--- config.mk ---
export PLATFORM = sky130hd
export DESIGN_NAME = matrix_multiply
export DESIGN_NICKNAME = d
export VERILOG_FILES = /design/src/design/mm_pkg.sv /design/src/design/mm_ram.sv /design/src/design/mm_engine.sv /design/src/design/matrix_multiply.sv
export VERILOG_INCLUDE_DIRS = /design/src /design/src/design
export SDC_FILE = /design/constraint.sdc
export NUM_CORES = 2
export LEC_CHECK = 0
export BUFFER_PORTS_ARGS = -buffer_cell sky130_fd_sc_hd__buf_2
export CAP_MARGIN = 40
export CORE_MARGIN = 3
export CORE_UTILIZATION = 45
export CTS_BUF_LIST = sky130_fd_sc_hd__clkbuf_8 sky130_fd_sc_hd__clkbuf_16
export DETAILED_ROUTE_END_ITERATION = 6
export REMOVE_ABC_BUFFERS = 1
export SLEW_MARGIN = 15
export SYNTH_ARGS = -nofsm -noshare
export SYNTH_HDL_FRONTEND = slang
export SYNTH_SLANG_ARGS = --single-unit
--- constraint.sdc ---
create_clock -name clk -period 12.6 [get_ports clk]
set_input_delay 1.26 -clock clk [delete_from_list [all_inputs] [get_ports clk]]
set_output_delay 1.26 -clock clk [all_outputs]
set_load 0.03 [all_outputs]
--- src/design/matrix_multiply_defines.svh ---
// ---------------------------------------------------------------------------
// matrix_multiply_defines
// Assertion macros used by the matrix multiply engine (mm_engine).
// ---------------------------------------------------------------------------
`ifndef MATRIX_MULTIPLY_DEFINES_SVH
`define MATRIX_MULTIPLY_DEFINES_SVH

// same-cycle implication, sampled on clk, off during reset
`define MM_ASSERT_NOW(lbl, ante, cons, msg) \
	lbl: assert property (@(posedge clk) disable iff (!arst_n) (ante) |-> (cons)) \
		else $error(msg);

// next-cycle implication
`define MM_ASSERT_NEXT(lbl, ante, cons, msg) \
	lbl: assert property (@(posedge clk) disable iff (!arst_n) (ante) |=> (cons)) \
		else $error(msg);

`endif

--- src/design/mm_pkg.sv ---
// ---------------------------------------------------------------------------
// mm_pkg
// Shared types and constants of the matrix multiply block.
// ---------------------------------------------------------------------------
package mm_pkg;

	localparam int DIM_W   = 4;
	localparam int IDX_W   = 3;
	localparam int VALUE_W = 35;
	localparam int TOT_W   = 2 * DIM_W + 1;

	localparam logic [1:0] REG_ROWS_A    = 2'd0;
	localparam logic [1:0] REG_INNER_DIM = 2'd1;
	localparam logic [1:0] REG_COLS_B    = 2'd2;

	typedef struct packed {
		logic [DIM_W-1:0] rows;
		logic [DIM_W-1:0] inner;
		logic [DIM_W-1:0] cols;
	} dims_t;

	typedef struct packed {
		logic             first;
		logic             fin;
		logic             last;
		logic [IDX_W-1:0] row;
		logic [IDX_W-1:0] col;
	} tag_t;

	function automatic logic [DIM_W-1:0] clamp_dim(input logic [DIM_W-1:0] v,
		input logic [DIM_W-1:0] hi);
		logic [DIM_W-1:0] r;
		if (v < DIM_W'(2)) begin
			r = DIM_W'(2);
		end else if (v > hi) begin
			r = hi;
		end else begin
			r = v;
		end
		return r;
	endfunction

endpackage

--- src/design/mm_ram.sv ---
// ---------------------------------------------------------------------------
// mm_ram
// Element store: one write port, one read port, registered read data.
// ---------------------------------------------------------------------------
module mm_ram #(
	parameter int DEPTH = 64,
	parameter int WIDTH = 16
) (
	input  logic                     clk,
	input  logic                     we,
	input  logic [$clog2(DEPTH)-1:0] waddr,
	input  logic [WIDTH-1:0]         wdata,
	input  logic [$clog2(DEPTH)-1:0] raddr,
	output logic [WIDTH-1:0]         rdata
);

	logic [WIDTH-1:0] mem [DEPTH];
	logic [WIDTH-1:0] rdata_q;

	always_ff @(posedge clk) begin
		if (we) begin
			mem[waddr] <= wdata;
		end
		rdata_q <= mem[raddr];
	end

	assign rdata = rdata_q;

endmodule

--- src/design/mm_engine.sv ---
// ---------------------------------------------------------------------------
// mm_engine
// Sequencer and multiply-accumulate: walks i, j, t, reads A and B stores,
// multiplies, accumulates and registers one result per dot product.
// ---------------------------------------------------------------------------
`include "matrix_multiply_defines.svh"

module mm_engine #(
	parameter int MAX_DIM       = 8,
	parameter int ELEMENT_WIDTH = 16
) (
	input  logic                                  clk,
	input  logic                                  arst_n,
	input  logic                                  start,
	input  mm_pkg::dims_t                         dims,
	output logic [$clog2(MAX_DIM*MAX_DIM)-1:0]    a_addr,
	output logic [$clog2(MAX_DIM*MAX_DIM)-1:0]    b_addr,
	input  logic signed [ELEMENT_WIDTH-1:0]       a_data,
	input  logic signed [ELEMENT_WIDTH-1:0]       b_data,
	output logic                                  out_valid,
	output logic signed [mm_pkg::VALUE_W-1:0]     product_value,
	output logic [mm_pkg::IDX_W-1:0]              out_row,
	output logic [mm_pkg::IDX_W-1:0]              out_col,
	output logic                                  last
);

	localparam int AW    = $clog2(MAX_DIM * MAX_DIM);
	localparam int IW    = $clog2(MAX_DIM);
	localparam int PW    = 2 * ELEMENT_WIDTH;
	localparam int ACC_W = PW + $clog2(MAX_DIM);
	localparam int SUM_W = (ACC_W > mm_pkg::VALUE_W) ? ACC_W : mm_pkg::VALUE_W;

	logic                    run_q;
	logic [IW-1:0]           i_q, j_q, t_q;
	logic [AW-1:0]           a_base_q, b_addr_q;
	logic [mm_pkg::DIM_W-1:0] rmax, kmax, cmax;
	logic                    t_end, j_end, i_end;
	mm_pkg::tag_t            tag_now;

	logic                    valid_s1, valid_s2;
	mm_pkg::tag_t            tag_s1, tag_s2;
	logic signed [PW-1:0]    prod_s2;
	logic signed [ACC_W-1:0] acc_q, sum;
	logic signed [SUM_W-1:0] sum_ext;

	logic                             out_valid_q, out_last_q;
	logic signed [mm_pkg::VALUE_W-1:0] out_value_q;
	logic [mm_pkg::IDX_W-1:0]         out_row_q, out_col_q;

	assign rmax  = dims.rows - 1'b1;
	assign kmax  = dims.inner - 1'b1;
	assign cmax  = dims.cols - 1'b1;
	assign t_end = mm_pkg::DIM_W'(t_q) == kmax;
	assign j_end = mm_pkg::DIM_W'(j_q) == cmax;
	assign i_end = mm_pkg::DIM_W'(i_q) == rmax;

	assign a_addr = a_base_q + AW'(t_q);
	assign b_addr = b_addr_q;

	always_comb begin
		tag_now.first = t_q == '0;
		tag_now.fin   = t_end;
		tag_now.last  = t_end && j_end && i_end;
		tag_now.row   = mm_pkg::IDX_W'(i_q);
		tag_now.col   = mm_pkg::IDX_W'(j_q);
	end

	always_ff @(posedge clk or negedge arst_n) begin
		if (!arst_n) begin
			run_q    <= 1'b0;
			i_q      <= '0;
			j_q      <= '0;
			t_q      <= '0;
			a_base_q <= '0;
			b_addr_q <= '0;
		end else if (start) begin
			run_q    <= 1'b1;
			i_q      <= '0;
			j_q      <= '0;
			t_q      <= '0;
			a_base_q <= '0;
			b_addr_q <= '0;
		end else if (run_q) begin
			if (!t_end) begin
				t_q      <= t_q + 1'b1;
				b_addr_q <= b_addr_q + AW'(dims.cols);
			end else begin
				t_q <= '0;
				if (!j_end) begin
					j_q      <= j_q + 1'b1;
					b_addr_q <= AW'(j_q) + AW'(1);
				end else begin
					j_q      <= '0;
					b_addr_q <= '0;
					if (!i_end) begin
						i_q      <= i_q + 1'b1;
						a_base_q <= a_base_q + AW'(dims.inner);
					end else begin
						run_q <= 1'b0;
					end
				end
			end
		end
	end

	always_ff @(posedge clk or negedge arst_n) begin
		if (!arst_n) begin
			valid_s1    <= 1'b0;
			valid_s2    <= 1'b0;
			out_valid_q <= 1'b0;
		end else begin
			valid_s1    <= run_q;
			valid_s2    <= valid_s1;
			out_valid_q <= valid_s2 && tag_s2.fin;
		end
	end

	always_ff @(posedge clk) begin
		tag_s1  <= tag_now;
		tag_s2  <= tag_s1;
		prod_s2 <= a_data * b_data;
		if (valid_s2) begin
			acc_q <= sum;
		end
		if (valid_s2 && tag_s2.fin) begin
			out_value_q <= sum_ext[mm_pkg::VALUE_W-1:0];
			out_row_q   <= tag_s2.row;
			out_col_q   <= tag_s2.col;
			out_last_q  <= tag_s2.last;
		end
	end

	assign sum     = tag_s2.first ? ACC_W'(prod_s2) : acc_q + ACC_W'(prod_s2);
	assign sum_ext = SUM_W'(sum);

	assign out_valid     = out_valid_q;
	assign product_value = out_value_q;
	assign out_row       = out_row_q;
	assign out_col       = out_col_q;
	assign last          = out_last_q;

	`MM_ASSERT_NOW(a_start_idle, start, !run_q && !valid_s1 && !valid_s2, "start while computing")
	`MM_ASSERT_NOW(a_last_drained, out_valid_q && out_last_q, !run_q && !valid_s1, "work after last result")
	`MM_ASSERT_NOW(a_row_range, out_valid_q, mm_pkg::DIM_W'(out_row_q) < dims.rows, "row out of range")
	`MM_ASSERT_NEXT(a_run_stops, run_q && t_end && j_end && i_end && !start, !run_q, "run did not stop")

endmodule

--- src/design/matrix_multiply.sv ---
// ---------------------------------------------------------------------------
// matrix_multiply
// C = A * B over signed fixed-point elements held in two element stores.
//
// Usage: program rows_a, inner_dim and cols_b over the APB port (byte
// addresses 0, 4, 8) while the block is idle; values below 2 act as 2 and
// above MAX_DIM as MAX_DIM. A write to one of them restarts the load with A.
// Feed elements on element with start high; a transfer happens on each edge
// with start high and busy low: A row-major, then B row-major, one element
// per cycle. The transfer of the last B element raises busy. The engine then
// reads one A and one B element per cycle from the stores and runs one
// multiply-accumulate per cycle, giving one result per dot product. Each
// result is on the result ports for one cycle with out_valid high,
// row-major, last marking the final one. busy drops the cycle after that.
// The receiver cannot stall. Reset clears registers to 8 and the load
// position to zero; the element stores are not cleared.
// ---------------------------------------------------------------------------
module matrix_multiply #(
	parameter int MAX_DIM       = 8,
	parameter int ELEMENT_WIDTH = 16
) (
	input  logic                              clk,
	input  logic                              arst_n,
	input  logic                              psel,
	input  logic                              penable,
	input  logic                              pwrite,
	input  logic [3:0]                        paddr,
	input  logic [31:0]                       pwdata,
	output logic [31:0]                       prdata,
	output logic                              pready,
	input  logic                              start,
	input  logic signed [ELEMENT_WIDTH-1:0]   element,
	output logic                              busy,
	output logic                              out_valid,
	output logic signed [mm_pkg::VALUE_W-1:0] product_value,
	output logic [mm_pkg::IDX_W-1:0]          out_row,
	output logic [mm_pkg::IDX_W-1:0]          out_col,
	output logic                              last
);

	localparam int DEPTH = MAX_DIM * MAX_DIM;
	localparam int AW    = $clog2(DEPTH);
	localparam int LW    = $clog2(2 * DEPTH);

	logic [mm_pkg::DIM_W-1:0] rows_a_q, inner_dim_q, cols_b_q;
	logic [LW-1:0]            load_count_q;
	logic                     busy_q;
	logic                     cfg_wr, accept, final_elem;
	mm_pkg::dims_t            dims;
	logic [mm_pkg::TOT_W-1:0] size_a, total, pos, bpos;
	logic                     we_a, we_b;
	logic [AW-1:0]            a_raddr, b_raddr;
	logic signed [ELEMENT_WIDTH-1:0] a_rdata, b_rdata;

	assign pready = 1'b1;
	assign cfg_wr = psel && penable && pwrite;

	always_comb begin
		case (paddr[3:2])
			mm_pkg::REG_ROWS_A:    prdata = 32'(rows_a_q);
			mm_pkg::REG_INNER_DIM: prdata = 32'(inner_dim_q);
			mm_pkg::REG_COLS_B:    prdata = 32'(cols_b_q);
			default:               prdata = '0;
		endcase
	end

	always_comb begin
		dims.rows  = mm_pkg::clamp_dim(rows_a_q, mm_pkg::DIM_W'(MAX_DIM));
		dims.inner = mm_pkg::clamp_dim(inner_dim_q, mm_pkg::DIM_W'(MAX_DIM));
		dims.cols  = mm_pkg::clamp_dim(cols_b_q, mm_pkg::DIM_W'(MAX_DIM));
	end

	assign size_a     = mm_pkg::TOT_W'(dims.rows * dims.inner);
	assign total      = size_a + mm_pkg::TOT_W'(dims.inner * dims.cols);
	assign pos        = (mm_pkg::TOT_W'(load_count_q) >= total) ? '0
		: mm_pkg::TOT_W'(load_count_q);
	assign bpos       = pos - size_a;
	assign accept     = start && !busy_q;
	assign final_elem = (pos + 1'b1) == total;
	assign we_a       = accept && (pos < size_a);
	assign we_b       = accept && !(pos < size_a);

	always_ff @(posedge clk or negedge arst_n) begin
		if (!arst_n) begin
			rows_a_q     <= mm_pkg::DIM_W'(8);
			inner_dim_q  <= mm_pkg::DIM_W'(8);
			cols_b_q     <= mm_pkg::DIM_W'(8);
			load_count_q <= '0;
			busy_q       <= 1'b0;
		end else begin
			if (cfg_wr) begin
				case (paddr[3:2])
					mm_pkg::REG_ROWS_A: begin
						rows_a_q     <= pwdata[mm_pkg::DIM_W-1:0];
						load_count_q <= '0;
					end
					mm_pkg::REG_INNER_DIM: begin
						inner_dim_q  <= pwdata[mm_pkg::DIM_W-1:0];
						load_count_q <= '0;
					end
					mm_pkg::REG_COLS_B: begin
						cols_b_q     <= pwdata[mm_pkg::DIM_W-1:0];
						load_count_q <= '0;
					end
					default: begin
					end
				endcase
			end else if (accept) begin
				load_count_q <= final_elem ? '0 : LW'(pos + 1'b1);
			end
			if (accept && final_elem) begin
				busy_q <= 1'b1;
			end else if (out_valid && last) begin
				busy_q <= 1'b0;
			end
		end
	end

	assign busy = busy_q;

	mm_ram #(
		.DEPTH(DEPTH),
		.WIDTH(ELEMENT_WIDTH)
	) u_store_a (
		.clk  (clk),
		.we   (we_a),
		.waddr(pos[AW-1:0]),
		.wdata(element),
		.raddr(a_raddr),
		.rdata(a_rdata)
	);

	mm_ram #(
		.DEPTH(DEPTH),
		.WIDTH(ELEMENT_WIDTH)
	) u_store_b (
		.clk  (clk),
		.we   (we_b),
		.waddr(bpos[AW-1:0]),
		.wdata(element),
		.raddr(b_raddr),
		.rdata(b_rdata)
	);

	mm_engine #(
		.MAX_DIM      (MAX_DIM),
		.ELEMENT_WIDTH(ELEMENT_WIDTH)
	) u_engine (
		.clk          (clk),
		.arst_n       (arst_n),
		.start        (accept && final_elem),
		.dims         (dims),
		.a_addr       (a_raddr),
		.b_addr       (b_raddr),
		.a_data       (a_rdata),
		.b_data       (b_rdata),
		.out_valid    (out_valid),
		.product_value(product_value),
		.out_row      (out_row),
		.out_col      (out_col),
		.last         (last)
	);

endmodule

==> results_dict.tcl <==
set metrics [dict create \
    period_share 0.798 \
    hold_violations 0 \
    hold_path_class "register to register" \
    nets 5969 \
    dp_hpwl_microns 150000 \
    setup_tns_ps 0 \
    end_kind "register" \
    die-area_sq_um 224000 \
    crit_fanout 17 \
    start_util 0.453 \
    syn_area_sq_um 98500 \
    grt_start_max_net_pins 127 \
    async_reset_ff_frac 0.0200 \
    critPathArrivalTime_ps 10620 \
    port_buffers 75 \
    io_pins 135 \
    setup_viol 0 \
    cts_tree "yes" \
    layout_common_cells "edfxtp_1 (2125), mux4_2 (672), inv_1 (405)" \
    fin_util 0.510 \
    routed_wl_microns 229000 \
    tightest_slew_ps 897 \
    vias 48400 \
    grtUsageTotal 0.206 \
    synth-warning-count 0 \
    globalplace.congestion 0.826 \
    clock-sinks 2252 \
    slowest_delay_ps 730 \
    drv_slew 0 \
    dp_slack_ps 2650 \
    clk_pin_slew_ps 70 \
    grt_pass1_vias 49000 \
    fin_skew_ps 52.7 \
    drcViolationCount 0 \
    worstSetupStartpointType "register" \
    first_iter_violations 5007 \
    area_delta_synth_final_pct 12.6 \
    cp.required_ps 13160 \
    synthFlopType "edfxtp_1" \
    slew-limit-headroom 0.402 \
    grt_setup_unrepaired "false" \
    cts_buffer_depth 3 \
    cts-buffers-inserted 222 \
    slowest_stage "nor2_1" \
    antenna_found_initial 17 \
    finalWorstSetupSlack_ps 2540 \
    synth_edf_count 2125 \
    die_w_microns 474 \
    cap_violations 0 \
    ys_seq_area_frac 0.676 \
    routedWlPerCell_microns 26.9 \
    die_y_microns 474 \
    ctsRootBufferMaster "clkbuf_16" \
    htree_levels 4 \
    via_per_inst 5.69 \
    grt_overflow 0 \
    grt_pass1_wl_microns 338000 \
    postRouteAntennaNets 0 \
    holdPathStages 0 \
    num_rows 171 \
    ys_seq_elements 2252 \
    post_cts_resized 0 \
    outcome "complete, no violations" \
    crit_type "register to register" \
    synth.avg_cell_area_sq_um 19.1 \
    hold_ws_ps 326 \
    ys_types 78 \
    fmax_mhz 99.4 \
    insertion_delay_ps 870 \
    postCtsSetupBuffers 0 \
    drive_gt1_frac 0.234 \
    dr.pass1.iters 5 \
    fin_crit_ps 10060 \
    hold_buffers 0 \
    reg2reg_depth 32 \
    synthCells 5147 \
    final_common_cell "edfxtp_1" \
    core_area_sq_um 217000 \
]
stage by stage:
stage | cells | area, sq um
finish | 8498 | 111000
global route | 8494 | 111000
CTS | 8485 | 111000
detailed placement | 8077 | 104000
global placement | 8049 | 103000
floorplan | 4936 | 97500
sequential cells by signal, summed over array words and instances (netlist names), 4 cells and up:
| signal | count |
|---|---|
| u_store_b.rdata | 16 |
| cols_b_q | 4 |
| u_engine.tag_s1 | 9 |
| rows_a_q | 4 |
| u_store_b.mem | 1024 |
| u_engine.b_addr | 6 |
| u_engine.acc_q | 35 |
| u_store_a.mem | 1024 |
| u_engine.product_value | 35 |
| u_engine.a_base_q | 6 |
| inner_dim_q | 4 |
| load_count_q | 7 |
| u_store_a.rdata | 16 |
| u_engine.tag_s2 | 9 |
| u_engine.prod_s2 | 32 |
cell usage after synthesis (34+ instances only):
| cell type | n | area [sq um] |
|---|---|---|
| inv_1 | 357 | 1340 |
| buf_2 | 34 | 170 |
| clkbuf_1 | 148 | 556 |
| dfxtp_1 | 82 | 1640 |
| nand3_1 | 45 | 225 |
| edfxtp_1 | 2125 | 63800 |
| ha_1 | 178 | 2230 |
| a21o_1 | 38 | 285 |
| nor2_1 | 218 | 818 |
| and2_1 | 111 | 694 |
| nand2_1 | 255 | 957 |
| fa_1 | 280 | 5610 |
| a21oi_1 | 89 | 445 |
| mux4_2 | 672 | 15100 |
| xor2_1 | 39 | 342 |
| o21ai_0 | 78 | 390 |
| xnor2_1 | 71 | 622 |
| dfrtp_1 | 42 | 1050 |
layout make-up:
class                           instances  area, sq um
Timing Repair Buffer                  293         2570
Inverter                              358         1340
Fill cell                           17300       106000
Antenna cell                            7         17.5
Sequential cell                      2252        66600
Clock inverter                        175         1380
Clock buffer                          233         5760
Tap cell                             2854         3570
Multi-Input combinational cell       2326        29700
kinds of logic (layout without fill, tap and decap cells):
family,Yosys count,count (layout),share of synthesized area
other,2,36,0.0000763
AOI/OAI and AO/OA,305,305,0.0203
and+or+nand+nor,734,734,0.0342
buffers and inverters,596,1059,0.0244
xor gates and xnor gates,110,110,0.00978
adders and majority gates,458,458,0.0795
DFF,2252,2252,0.676
muxes,690,690,0.156
path summary, 6_finish.rpt:
path / from / end / slack, ps
min in group asynchronous: arst_n / u_engine.out_valid / 500
worst min register to register: u_engine.tag_s1[8] / u_engine.tag_s2[8] / 330
max in group asynchronous: arst_n / u_engine.b_addr[3] / 11570
worst max-delay path: rows_a_q[3] / u_store_a.mem[44][9] / 2540
worst min-delay path: u_engine.tag_s1[8] / u_engine.tag_s2[8] / 330
worst max register to register: rows_a_q[3] / u_store_a.mem[44][9] / 2540
layer usage:
metal	vias to the layer above	global-route usage	wire length, microns
met2	1515	0.317	107000
met5	-	0	0
met3	267	0.0314	14700
met4	0	0.0468	4150
met1	25900	0.314	103000
li1	20600	-	-
worst max-delay path, delay by kind of cell, from the launching register on:
kind            cells  cell delay (ps)
fa+ha+maj           8             3210
simple gates        6             2290
compound gates     10             2200
buf+inv             6              880
xor+xnor            2              770
flops               1              380
Power is left out: the tool's default activity adds up to more than one toggle a clock period on the data nets, which glitch-free logic cannot reach.
